===== src/rtl/core/delta_patch_command_decoder_assert.svh =====
// Assertion macros shared by the delta patch command decoder RTL.
// No dependencies; included by files that carry concurrent assertions.
`ifndef DELTA_PATCH_COMMAND_DECODER_ASSERT_SVH
`define DELTA_PATCH_COMMAND_DECODER_ASSERT_SVH

// Assertion that is switched off while reset is high.
`define DPCD_ASSERT(label, clk, rst, prop, msg) \
   label: assert property (@(posedge clk) disable iff (rst) prop) else $error(msg);

// Assertion that is checked at every edge, reset included.
`define DPCD_ASSERT_ALWAYS(label, clk, prop, msg) \
   label: assert property (@(posedge clk) prop) else $error(msg);

`endif


===== src/rtl/core/dpcd_pkg.sv =====
// Types and constants of the delta patch command decoder.
// No dependencies; imported by every module of the block.
`default_nettype none

package dpcd_pkg;

   localparam int unsigned NUM_W = 31;

   localparam logic [1:0] KIND_LITERAL = 2'd0;
   localparam logic [1:0] KIND_COPY    = 2'd1;
   localparam logic [1:0] KIND_OK      = 2'd2;
   localparam logic [1:0] KIND_INVALID = 2'd3;

   localparam logic [7:0] LONG_FLAG = 8'd128;
   localparam logic [7:0] LOW_MASK  = 8'd127;

   typedef enum logic [2:0] {
      PH_HEAD,
      PH_POS,
      PH_POS_LONG,
      PH_LEN,
      PH_LEN_LONG,
      PH_LIT
   } phase_type;

   typedef struct packed {
      logic [7:0] diff_byte;
      logic       stream_end;
   } req_type;

   typedef struct packed {
      logic [1:0]       kind;
      logic [7:0]       literal_value;
      logic [NUM_W-1:0] copy_position;
      logic [NUM_W-1:0] copy_length;
      logic             run_end;
   } rsp_type;

   // Everything one input item produces: an optional data result
   // (literal, copy or invalid copy) and an optional end-of-stream result.
   typedef struct packed {
      logic             first_valid;
      logic [1:0]       first_kind;
      logic [7:0]       literal_value;
      logic [NUM_W-1:0] copy_position;
      logic [NUM_W-1:0] copy_length;
      logic             last_valid;
      logic [1:0]       last_kind;
   } event_type;

   typedef struct packed {
      logic not_empty;
      logic full;
   } queue_status_type;

endpackage

`default_nettype wire


===== src/rtl/core/dpcd_front.sv =====
// Front end of the delta patch command decoder: parser state and copy check.
// Depends on dpcd_pkg; emits one event per accepted byte that has results.
`default_nettype none

module dpcd_front (
   input  logic                         clock,
   input  logic                         reset,
   input  logic                         accept,
   input  dpcd_pkg::req_type            req_data,
   input  logic [dpcd_pkg::NUM_W-1:0]   base_length,
   output dpcd_pkg::event_type          evt,
   output logic                         evt_push
);
   import dpcd_pkg::*;

   phase_type        phase_ff, phase_in;
   logic [1:0]       seen_ff, seen_in;
   logic [NUM_W-1:0] acc_ff, acc_in;
   logic [NUM_W-1:0] held_ff, held_in;
   logic [7:0]       lit_rem_ff, lit_rem_in;
   logic             discard_ff, discard_in;

   logic [7:0]       b;
   logic             stream_end;
   logic             is_pos, is_long, long_n, in_num, num_done, copy_ok, copy_fail;
   phase_type        phase_num, phase_after;
   logic [NUM_W-1:0] acc_num;
   logic [1:0]       seen_num;
   logic [7:0]       lit_rem_dec;

   assign b          = req_data.diff_byte;
   assign stream_end = req_data.stream_end;

   always_comb begin : decode
      is_pos    = (phase_ff == PH_POS) || (phase_ff == PH_POS_LONG);
      is_long   = (phase_ff == PH_POS_LONG) || (phase_ff == PH_LEN_LONG);
      in_num    = (phase_ff != PH_HEAD) && (phase_ff != PH_LIT);
      long_n    = is_long;
      phase_num = phase_ff;
      if (seen_ff == 2'd0) begin
         acc_num = {{(NUM_W-7){1'b0}}, b[6:0] & LOW_MASK[6:0]};
         if ((b & LONG_FLAG) != 8'd0) begin
            long_n    = 1'b1;
            phase_num = is_pos ? PH_POS_LONG : PH_LEN_LONG;
         end
      end else begin
         acc_num = {acc_ff[NUM_W-9:0], b};
      end
      seen_num    = seen_ff + 2'd1;
      num_done    = long_n ? (seen_num == 2'd0) : (seen_num != 2'd1);
      copy_ok     = (held_ff < base_length) && ((base_length - held_ff) >= acc_num);
      copy_fail   = in_num && num_done && !is_pos && !copy_ok;
      lit_rem_dec = lit_rem_ff - 8'd1;
      unique case (phase_ff)
         PH_HEAD: phase_after = (b == 8'd0) ? PH_POS : PH_LIT;
         PH_LIT:  phase_after = (lit_rem_dec == 8'd0) ? PH_HEAD : PH_LIT;
         default: phase_after = num_done ? (is_pos ? PH_LEN : PH_HEAD) : phase_num;
      endcase
   end

   always_comb begin : next_state
      phase_in   = phase_ff;
      seen_in    = seen_ff;
      acc_in     = acc_ff;
      held_in    = held_ff;
      lit_rem_in = lit_rem_ff;
      discard_in = discard_ff;
      if (accept) begin
         if (discard_ff) begin
            if (stream_end) begin
               phase_in   = PH_HEAD;
               seen_in    = 2'd0;
               acc_in     = '0;
               held_in    = '0;
               lit_rem_in = 8'd0;
               discard_in = 1'b0;
            end
         end else begin
            phase_in = phase_after;
            unique case (phase_ff)
               PH_HEAD: begin
                  if (b != 8'd0) begin
                     lit_rem_in = b;
                  end
                  seen_in = 2'd0;
                  acc_in  = '0;
               end
               PH_LIT: begin
                  lit_rem_in = lit_rem_dec;
               end
               default: begin
                  if (num_done) begin
                     seen_in = 2'd0;
                     acc_in  = '0;
                     held_in = is_pos ? acc_num : '0;
                  end else begin
                     seen_in = seen_num;
                     acc_in  = acc_num;
                  end
               end
            endcase
            if (stream_end) begin
               phase_in   = PH_HEAD;
               seen_in    = 2'd0;
               acc_in     = '0;
               held_in    = '0;
               lit_rem_in = 8'd0;
               discard_in = 1'b0;
            end else if (copy_fail) begin
               discard_in = 1'b1;
            end
         end
      end
   end

   always_comb begin : outputs
      evt = '0;
      if (accept && !discard_ff) begin
         if (phase_ff == PH_LIT) begin
            evt.first_valid   = 1'b1;
            evt.first_kind    = KIND_LITERAL;
            evt.literal_value = b;
         end else if (in_num && num_done && !is_pos) begin
            evt.first_valid = 1'b1;
            if (copy_ok) begin
               evt.first_kind    = KIND_COPY;
               evt.copy_position = held_ff;
               evt.copy_length   = acc_num;
            end else begin
               evt.first_kind = KIND_INVALID;
            end
         end
         if (stream_end && !copy_fail) begin
            evt.last_valid = 1'b1;
            evt.last_kind  = (phase_after == PH_HEAD) ? KIND_OK : KIND_INVALID;
         end
      end
      evt_push = evt.first_valid || evt.last_valid;
   end

   always_ff @(posedge clock) begin
      if (reset) begin
         phase_ff   <= PH_HEAD;
         seen_ff    <= 2'd0;
         acc_ff     <= '0;
         held_ff    <= '0;
         lit_rem_ff <= 8'd0;
         discard_ff <= 1'b0;
      end else begin
         phase_ff   <= phase_in;
         seen_ff    <= seen_in;
         acc_ff     <= acc_in;
         held_ff    <= held_in;
         lit_rem_ff <= lit_rem_in;
         discard_ff <= discard_in;
      end
   end

endmodule

`default_nettype wire


===== src/rtl/core/dpcd_queue.sv =====
// Short event queue between the front end and the result sequencer.
// Depends on dpcd_pkg for the event and status types.
`default_nettype none

module dpcd_queue #(
   parameter int unsigned DEPTH = 4
) (
   input  logic                       clock,
   input  logic                       reset,
   input  logic                       push,
   input  dpcd_pkg::event_type        push_data,
   input  logic                       pop,
   output dpcd_pkg::event_type        head,
   output dpcd_pkg::queue_status_type status
);
   import dpcd_pkg::*;

   localparam int unsigned AW = (DEPTH > 1) ? $clog2(DEPTH) : 1;
   localparam int unsigned CW = $clog2(DEPTH + 1);
   localparam logic [AW-1:0] LAST = AW'(DEPTH - 1);

   event_type        mem_ff [DEPTH];
   logic [AW-1:0]    wr_ptr_ff, wr_ptr_in;
   logic [AW-1:0]    rd_ptr_ff, rd_ptr_in;
   logic [CW-1:0]    count_ff, count_in;

   always_comb begin
      wr_ptr_in = wr_ptr_ff;
      rd_ptr_in = rd_ptr_ff;
      count_in  = count_ff;
      if (push) begin
         wr_ptr_in = (wr_ptr_ff == LAST) ? '0 : wr_ptr_ff + AW'(1);
      end
      if (pop) begin
         rd_ptr_in = (rd_ptr_ff == LAST) ? '0 : rd_ptr_ff + AW'(1);
      end
      if (push && !pop) begin
         count_in = count_ff + CW'(1);
      end else if (pop && !push) begin
         count_in = count_ff - CW'(1);
      end
   end

   always_ff @(posedge clock) begin
      if (reset) begin
         wr_ptr_ff <= '0;
         rd_ptr_ff <= '0;
         count_ff  <= '0;
      end else begin
         wr_ptr_ff <= wr_ptr_in;
         rd_ptr_ff <= rd_ptr_in;
         count_ff  <= count_in;
      end
   end

   always_ff @(posedge clock) begin
      if (push) begin
         mem_ff[wr_ptr_ff] <= push_data;
      end
   end

   assign head             = mem_ff[rd_ptr_ff];
   assign status.not_empty = (count_ff != '0);
   assign status.full      = (count_ff == CW'(DEPTH));

endmodule

`default_nettype wire


===== src/rtl/core/dpcd_back.sv =====
// Back end of the delta patch command decoder: turns queued events into results.
// Depends on dpcd_pkg; drives the registered result channel.
`default_nettype none

module dpcd_back (
   input  logic                       clock,
   input  logic                       reset,
   input  dpcd_pkg::event_type        head,
   input  dpcd_pkg::queue_status_type status,
   output logic                       pop,
   output logic                       rsp_valid,
   input  logic                       rsp_ready,
   output dpcd_pkg::rsp_type          rsp_data
);
   import dpcd_pkg::*;

   logic    second_ff, second_in;
   logic    rsp_valid_ff, rsp_valid_in;
   rsp_type rsp_data_ff, rsp_data_in;
   logic    cur_first, is_final, load;

   always_comb begin
      cur_first = head.first_valid && !second_ff;
      is_final  = !cur_first || !head.last_valid;
      load      = status.not_empty && (!rsp_valid_ff || rsp_ready);
      pop       = load && is_final;

      if (cur_first) begin
         rsp_data_in.kind          = head.first_kind;
         rsp_data_in.literal_value = head.literal_value;
         rsp_data_in.copy_position = head.copy_position;
         rsp_data_in.copy_length   = head.copy_length;
         rsp_data_in.run_end       = !head.last_valid;
      end else begin
         rsp_data_in               = '0;
         rsp_data_in.kind          = head.last_kind;
         rsp_data_in.run_end       = 1'b1;
      end

      second_in    = second_ff;
      rsp_valid_in = rsp_valid_ff;
      if (load) begin
         second_in    = !is_final;
         rsp_valid_in = 1'b1;
      end else if (rsp_ready) begin
         rsp_valid_in = 1'b0;
      end
   end

   always_ff @(posedge clock) begin
      if (reset) begin
         second_ff    <= 1'b0;
         rsp_valid_ff <= 1'b0;
      end else begin
         second_ff    <= second_in;
         rsp_valid_ff <= rsp_valid_in;
      end
   end

   always_ff @(posedge clock) begin
      if (load) begin
         rsp_data_ff <= rsp_data_in;
      end
   end

   assign rsp_valid = rsp_valid_ff;
   assign rsp_data  = rsp_data_ff;

endmodule

`default_nettype wire


===== src/rtl/core/delta_patch_command_decoder.sv =====
// Order: an accepted byte's event is written into the event queue, then loaded into the output register.
// Throughput: one byte per cycle while the event queue has room; results leave one per
// cycle from the output register while the consumer is ready, so bytes with two results are drained at that rate.
// Reset is synchronous and active high: parser back to header, base_length to zero,
// queue and output register empty. No clearing pass is needed.
// Top level; depends on dpcd_pkg, dpcd_front, dpcd_queue, dpcd_back and the assert header.
`default_nettype none

module delta_patch_command_decoder #(
   parameter int unsigned QUEUE_DEPTH = 4
) (
   input  logic                        clock,
   input  logic                        reset,
   input  logic                        req_valid,
   output logic                        req_ready,
   input  dpcd_pkg::req_type           req_data,
   output logic                        rsp_valid,
   input  logic                        rsp_ready,
   output dpcd_pkg::rsp_type           rsp_data,
   input  logic                        csr_wr_en,
   input  logic [dpcd_pkg::NUM_W-1:0]  csr_wr_data
);
   import dpcd_pkg::*;

`include "delta_patch_command_decoder_assert.svh"

   // The base length register; the user must write it only while the block is idle; nothing here checks that.
   logic [NUM_W-1:0] base_length_ff;

   logic             accept;
   event_type        evt;
   logic             evt_push;
   event_type        q_head;
   queue_status_type q_status;
   logic             q_pop;

   always_ff @(posedge clock) begin
      if (reset) begin
         base_length_ff <= '0;
      end else if (csr_wr_en) begin
         base_length_ff <= csr_wr_data;
      end
   end

   // The front end takes a byte whenever the queue is not full. A byte
   // that causes no result (a header, a number byte, a byte being discarded)
   // is consumed without a queue entry.
   assign req_ready = !q_status.full;
   assign accept    = req_valid && req_ready;

   dpcd_front u_front (
      .clock       (clock),
      .reset       (reset),
      .accept      (accept),
      .req_data    (req_data),
      .base_length (base_length_ff),
      .evt         (evt),
      .evt_push    (evt_push)
   );

   dpcd_queue #(
      .DEPTH (QUEUE_DEPTH)
   ) u_queue (
      .clock     (clock),
      .reset     (reset),
      .push      (evt_push),
      .push_data (evt),
      .pop       (q_pop),
      .head      (q_head),
      .status    (q_status)
   );

   // The back end splits each event into one or two results and holds each
   // one in the output register until the consumer takes it.
   dpcd_back u_back (
      .clock     (clock),
      .reset     (reset),
      .head      (q_head),
      .status    (q_status),
      .pop       (q_pop),
      .rsp_valid (rsp_valid),
      .rsp_ready (rsp_ready),
      .rsp_data  (rsp_data)
   );

   // An event is never written into a full queue.
   `DPCD_ASSERT(a_no_push_full, clock, reset, evt_push |-> !q_status.full, "push into full queue")

   // The back end only removes events that are there.
   `DPCD_ASSERT(a_no_pop_empty, clock, reset, q_pop |-> q_status.not_empty, "pop from empty queue")

   // The second result of a byte follows its first without a gap.
   `DPCD_ASSERT(a_pair_follows, clock, reset, (rsp_valid && rsp_ready && !rsp_data.run_end) |=> rsp_valid, "second result missing")

endmodule

`default_nettype wire


===== config.mk =====
export PLATFORM = sky130hd
export DESIGN_NAME = delta_patch_command_decoder
export DESIGN_NICKNAME = d
export VERILOG_FILES = /design/src/rtl/core/dpcd_pkg.sv /design/src/rtl/core/dpcd_front.sv /design/src/rtl/core/dpcd_queue.sv /design/src/rtl/core/dpcd_back.sv /design/src/rtl/core/delta_patch_command_decoder.sv
export VERILOG_INCLUDE_DIRS = /design/src /design/src/rtl/core
export SDC_FILE = /design/constraint.sdc
export NUM_CORES = 1
export LEC_CHECK = 0
export BUFFER_PORTS_ARGS = -buffer_cell sky130_fd_sc_hd__buf_2
export CAP_MARGIN = 20
export CORE_ASPECT_RATIO = 1.75
export CORE_MARGIN = 1
export CORE_UTILIZATION = 46
export CTS_CLUSTER_DIAMETER = 200
export DETAILED_ROUTE_END_ITERATION = 7
export GPL_TIMING_DRIVEN = 1
export PLACE_DENSITY = 0.73
export SETUP_SLACK_MARGIN = 0.3
export SLEW_MARGIN = 10
export SYNTH_ARGS = -nofsm -noshare
export SYNTH_HDL_FRONTEND = slang
export SYNTH_HIERARCHICAL = 1
export SYNTH_SLANG_ARGS = --single-unit

===== constraint.sdc =====
create_clock -name clock -period 5.7 [get_ports clock]
set_input_delay 1.14 -clock clock [delete_from_list [all_inputs] [get_ports clock]]
set_output_delay 1.14 -clock clock [all_outputs]
set_load 0.05 [all_outputs]

=== After elaboration in Yosys (flattened, before gate mapping) ===
Memories as Yosys holds them, arrays and structs flattened. A register that Yosys moved wholly into a read port is not among the register bits.
Index checks and enable logic that the tools add are counted.
Widths: inputs -> output; s select.

* Equal/unequal tests: 13
* Order comparisons: 2
* Add/subtract/negate cells: 7
* Reduce and logical (&&, ||, !) cells: 48
* Multiplexer cells: 60

{| class="wikitable"
|+ Operator list
! operator !! number
|-
| $mux 31 || 7
|-
| $mux 62 || 3
|-
| $mux 76 || 1
|-
| $mux 73 || 1
|-
| $mux 23 || 3
|-
| $pmux 23 s2 || 1
|-
| $mux 3 || 14
|-
| $mux 8 || 5
|-
| $ge 31x31->1 || 1
|-
| $lt 31x31->1 || 1
|-
| $sub 31x31->31 || 1
|-
| $mux 2 || 10
|-
| $logic_not 8->1 || 2
|-
| $pmux 8 s2 || 1
|-
| $logic_and 1x1->1 || 13
|-
| $logic_not 1->1 || 12
|-
| $mux 1 || 12
|-
| $eq 3x3->1 const B || 3
|-
| $reduce_bool 3->1 || 3
|-
| $reduce_and 4->1 || 2
|-
| $reduce_bool 8->1 || 1
|-
| $sub 8x1->8 const B || 1
|-
| $add 2x1->2 const B || 3
|-
| $logic_not 3->1 || 2
|-
| 17 further kinds || 27
|}

* RAM bits: 304
* Output and inout bits: 75
* Memories: 1
* Bits of input ports: 45
* Flip-flop bits (word level): 181

{| class="wikitable"
|+ Memories
! memory !! words !! width !! read ports !! clocked after Yosys merged registers in !! write ports !! line !! source
|-
| u_queue.mem_ff || 4 || 76 || 1 || 1 || 1 || dpcd_queue.sv:22 || <nowiki>event_type mem_ff [DEPTH];</nowiki>
|}

=== Logic depth before layout (Yosys ltp) ===
* Depth after elaboration: 17
* Mapped depth: 23
* Depth with buffers taken out: 22

=== By module ===
The synthesis kept the hierarchy.

{| class="wikitable"
|+ By module, submodules not included
! module !! instances !! cells an instance !! area an instance (um2) !! seq. area each (um2)
|-
| dpcd_queue || 1 || 441 || 11452.2 || 9308.9
|-
| dpcd_front || 1 || 799 || 5794.3 || 1361.3
|-
| dpcd_back || 1 || 165 || 2849.0 || 2232.1
|-
| delta_patch_command_decoder || 1 || 102 || 1139.8 || 620.6
|}

=== Worst setup path before layout ===
No wires, ideal clock.

* Path type: register to register
* From: register u_front.held_ff[2]
* To: memory u_queue/mem_ff[0][15] (netlist bit) (data pin)
* Period minus slack after synthesis: 4.666 ns
* Setup slack: 1.034 ns
* Cell stages (with the launch flop): 23
* Data arrival time: 4.499 ns
* Setup time: 0.167 ns
* Path through: dfxtp_1 inv_1 ha_1 nor2b_4 o31a_1 o41a_2 a311o_2 a31oi_1 o21bai_1 a21o_1 a21oi_1 xnor2_1 ha_1 nand2_1 o21ai_1 a211oi_1 o21ai_1 a21oi_1 or3_1 a211oi_1 nand3_4 buf_2 nor2_1

{| class="wikitable"
|+ RTL lines
! item !! line !! source
|-
| start, declared || dpcd_front.sv:19 || <nowiki>logic [NUM_W-1:0] held_ff, held_in;</nowiki>
|-
| start signal, assigned || dpcd_front.sv:153 || <nowiki>held_ff <= held_in;</nowiki>
|-
| end, declared || dpcd_queue.sv:22 ||
|}

==> out/metrics.sh <==
OUTCOME='completed'
CTS_NUM_SINKS=487
INITIAL_ANTENNA_VIOLATION_COUNT=3
CAP_VIOL_MAX_COUNT=0
CP_SLOWEST_STAGE_DELAY_PS=450
DIE_AREA_UM2=47100
FINAL_LAYOUT_SIZE_SUFFIX_GT1_SHARE_PCT=21.9
NUM_IO_PINS=120
DP_HPWL_UM=31800
NETLIST_INSTANCES=1507
CLOCK_TREE.HTREE_LEVEL_COUNT=2
SYNTH_NETS=1625
SYNTH-SEQ-AREA-SHARE_PCT=63.7
WORST_SETUP_PATH_END_KIND='flip-flop'
POWER-PER-CELL-AREA_nW_PER_UM2=444
SYNTH_LARGEST_TYPE_AREA_FRACTION_PCT=53.3
DETAIL-ROUTE-ANTENNA-NETS=0
GROUTE.USAGE.OVERALL_PCT=20.9
FINALWEIGHTEDCONGESTION=0.933
FLOORPLAN.INITIALDENSITY_PCT=46.8
DETAILROUTE.VIA_COUNT=12700
SYNTHTOPCELLSBYAREA='sky130_fd_sc_hd__edfxtp_1 (53%), sky130_fd_sc_hd__dfxtp_1 (10%), sky130_fd_sc_hd__mux4_2 (8.1%), sky130_fd_sc_hd__ha_1 (4.2%), sky130_fd_sc_hd__nor2_1 (3.2%)'
WORSTPATHCELLLIST='inv_1 -> ha_1 -> nor2b_4 -> o31a_1 -> o41a_2 -> a311o_2 -> a31oi_4 -> o21bai_2 -> a2111oi_2 -> nor2_1 -> xor2_1 -> ha_1 -> a21o_1 -> a21o_1 -> a21oi_2 -> o21ai_0 -> a211oi_1 -> a211oi_1 -> buf_4 -> nand3_4 -> clkbuf_16 -> nor2_2'
NUMBER_OF_FLOPS_MAPPED_TO_ENABLE_CELLS_BY_YOSYS=377
WORST_HOLD_PATH_TYPE='reg -> reg'
ROUTED_WL_UM=48300
WARNINGS_FROM_YOSYS=6
CLOCK_INSERTION_DELAY_WORST_SKEW_PS=570
POST_SYNTH_NUM_CELL_TYPES=72
FINAL-HOLD-VIOLATION-COUNT=0
MAX-VDD-IR-DROP_mV=0.371
DIE_HEIGHT_UM=286
MULTI_INPUT_COMB_AREA_UM2=7090
MAXIMUM_NUMBER_OF_PINS_ON_ONE_NET_BEFORE_GLOBAL_ROUTE_REPAIR=80
MOST_USED_CELLS_IN_THE_LAYOUT_EXCLUDING_FILL_AND_TAP_CELLS='sky130_fd_sc_hd__edfxtp_1 (377), sky130_fd_sc_hd__nor2_1 (150), sky130_fd_sc_hd__buf_2 (118)'
CTS_MADE_BUFFERS=43
DRC=0
VIA_COUNT_OF_THE_FIRST_GLOBAL_ROUTING_PASS=13000
OVERALL_OVERFLOW_REMAINING_AFTER_GLOBAL_ROUTE=0
PATH_CLK_SLEW_PS=70
CRITPATHREQUIREDTIME_PS=5990
POSTSYNTHREGISTERBITS=487
WORST_EP_ARRIVAL_TIME_PS=5550
DIE-WIDTH_UM=164
YS_ASYNC_SR_FRACTION_PCT=0
MIN_PERIOD_PS=5270
FIN_UTIL_PCT=52.7
VIASPERCELL=5.70
SYNTH_AREA_UM2=21200
MEAN_INSTANCE_SIZE_IN_THE_SYNTHESIZED_NETLIST_UM2=14.1
PORT_BUFFERS=119
CRIT_SLOWEST_CELL='sky130_fd_sc_hd__o41a_2'
CRITPATHLAUNCHTYPE='flip-flop'
DRT_PRE_ANTENNA_ITERS=5
WORST_MARGIN_PIN_SLEW_PS=1130
CRIT_TYPE='reg -> reg'
SYNTH_TOP_FLOP_CELL='sky130_fd_sc_hd__edfxtp_1'
LAYOUT.CELLS.MOST_COMMON='sky130_fd_sc_hd__edfxtp_1'
TIMING_MAX_TRANSITION_VIOLATIONS_FINAL=0
FILL_CELLS=3739
FLOW.AREA_GROWTH_FROM_SYNTHESIS_PCT=12.6
REGISTER_AREA_UM2=13500
ROW_COUNT=103
CRITPATHMAXFANOUT=14
TIMING.FINAL.SETUP_VIOLATIONS=0
LEAKAGEPOWER_nW=8.24
NUMBER_OF_NETS_IN_THE_FINISHED_DESIGN=1739
CTS_ROOT_BUFFER='sky130_fd_sc_hd__clkbuf_16'
PLACEABLE_CORE_AREA_UM2=45400
CTS-HOLD-FIX-BUFFERS=0
RSZ_0062_RAISED_AFTER_GLOBAL_ROUTING='yes'
DRT_ITER0_DRC=934
CLOCK_PATH_BUFFERS=3
WL_PER_CELL_UM=21.6
GRT_FIRST_PASS_WIRELENGTH_UM=73600
TIMING.SETUP.TNS_PS=0
PERIOD_SHARE_PCT=92.4
TIMING_LIMITED_MAXIMUM_FREQUENCY_MHz=190
CTS_TREE='done'
TIMING.SLEW.HEADROOM_PCT=24.4
SYNTH.LARGEST_AREA_CELL='sky130_fd_sc_hd__edfxtp_1'
FINALCLOCKSKEW_PS=30.8
logic make-up after synthesis:
group | synth area share, %
flops | 63.7
mux | 9.99
fa+ha+maj | 4.37
buf+inv | 3.61
simple gates | 10.1
compound gates | 6.90
xor+xnor | 1.36
per-stage QoR:
step / cells / power [W] / area [µm²] / setup slack [ps] / hold slack (ps)
6_report: 2231 / 0.0106 / 23900 / 431 / 467
5_1_grt: 2231 / 0.0111 / 23900 / 294 / 489
4_1_cts: 2218 / 0.0107 / 23700 / 397 / 469
3_5_place_dp: 2141 / 0.00780 / 22300 / 451 / 450
3_3_place_gp: 2140 / 0.00774 / 22300 / 542 / 441
2_1_floorplan: 1507 / 0.00715 / 21200 / 1030 / 432
flip-flops by register name, summed over array words and instances (netlist names), named ones only:
register / count
base_length_ff: 31
u_back/rsp_data: 73
u_back/rsp_valid: 1
u_back/second_ff: 1
u_front/acc_ff: 23
u_front/discard_ff: 1
u_front/held_ff: 31
u_front/lit_rem_ff: 8
u_front/phase_ff: 3
u_front/seen_ff: 2
u_queue/count_ff: 3
u_queue/mem_ff: 304
u_queue/rd_ptr_ff: 2
u_queue/wr_ptr_ff: 2
per-layer routing:
metal  vias to the layer above  GRT usage (%)  share of wire [%]  routed length (µm)
li1                       5861              -                  -                   -
met1                      6325           23.3                 37               17600
met2                       395           38.2                 53               25800
met3                       135           2.53                4.5                2200
met4                         2           11.1                5.4                2630
met5                         -              0              0.029                  14
cell usage after synthesis, drive strengths merged, types with 6 or more instances:
library cell,n
nor4,7
a21oi,68
xor2,10
buf,38
a211oi,7
xnor2,23
o21bai,8
inv,60
nor2b,6
o21a,7
nor2,195
a21o,25
nand2,57
nand4,9
nor3,40
o21ai,33
and2,79
a31oi,12
edfxtp,377
ha,71
a22oi,16
dfxtp,110
nand3,16
mux4,76
clkbuf,41
nand2b,8
a32oi,16
mux2i,38
worst paths after layout:
check / start / end / slack, ps / cells after the start
worst min register to register: u_front/held_ff[4] / u_front/held_ff[4] / 470 / 2
worst max register to register: u_front/held_ff[2] / u_queue/mem_ff[0][15] / 430 / 22
worst max-delay path: u_front/held_ff[2] / u_queue/mem_ff[0][15] / 430 / 22
worst min-delay path: u_front/held_ff[4] / u_front/held_ff[4] / 470 / 2
critical path, delay by kind of cell (launching register included):
family,cells,cell delay [ps]
AO/OA/AOI/OAI,12,2810
AND/OR/NAND/NOR,4,530
XOR/XNOR,1,160
buffers and inverters,3,490
flip-flops,1,340
adder cells (fa/ha/maj),2,640
area by class of cell:
| cell class | instances | share of cell area, % |
|---|---|---|
| Sequential cell | 487 | 56.6 |
| Multi-Input combinational cell | 882 | 29.7 |
| Clock buffer | 51 | 4.71 |
| Timing Repair Buffer | 147 | 3.94 |
| Tap cell | 577 | 3.02 |
| Clock inverter | 26 | 1.11 |
| Inverter | 60 | 0.942 |
| Antenna cell | 1 | 0.0105 |
power by group:
part	internal (W)	switching (W)	leakage, nW
Clock	0.00164	0.00126	0.680
Sequential	0.00438	0.000213	4.28
Combinational	0.00102	0.00210	3.29
timing repair:
item,4_1_cts,5_1_grt
setup buffers,0,8
setup endpoints to repair,0,216
resized for setup,0,37
Power figures use the tool's default switching activity.
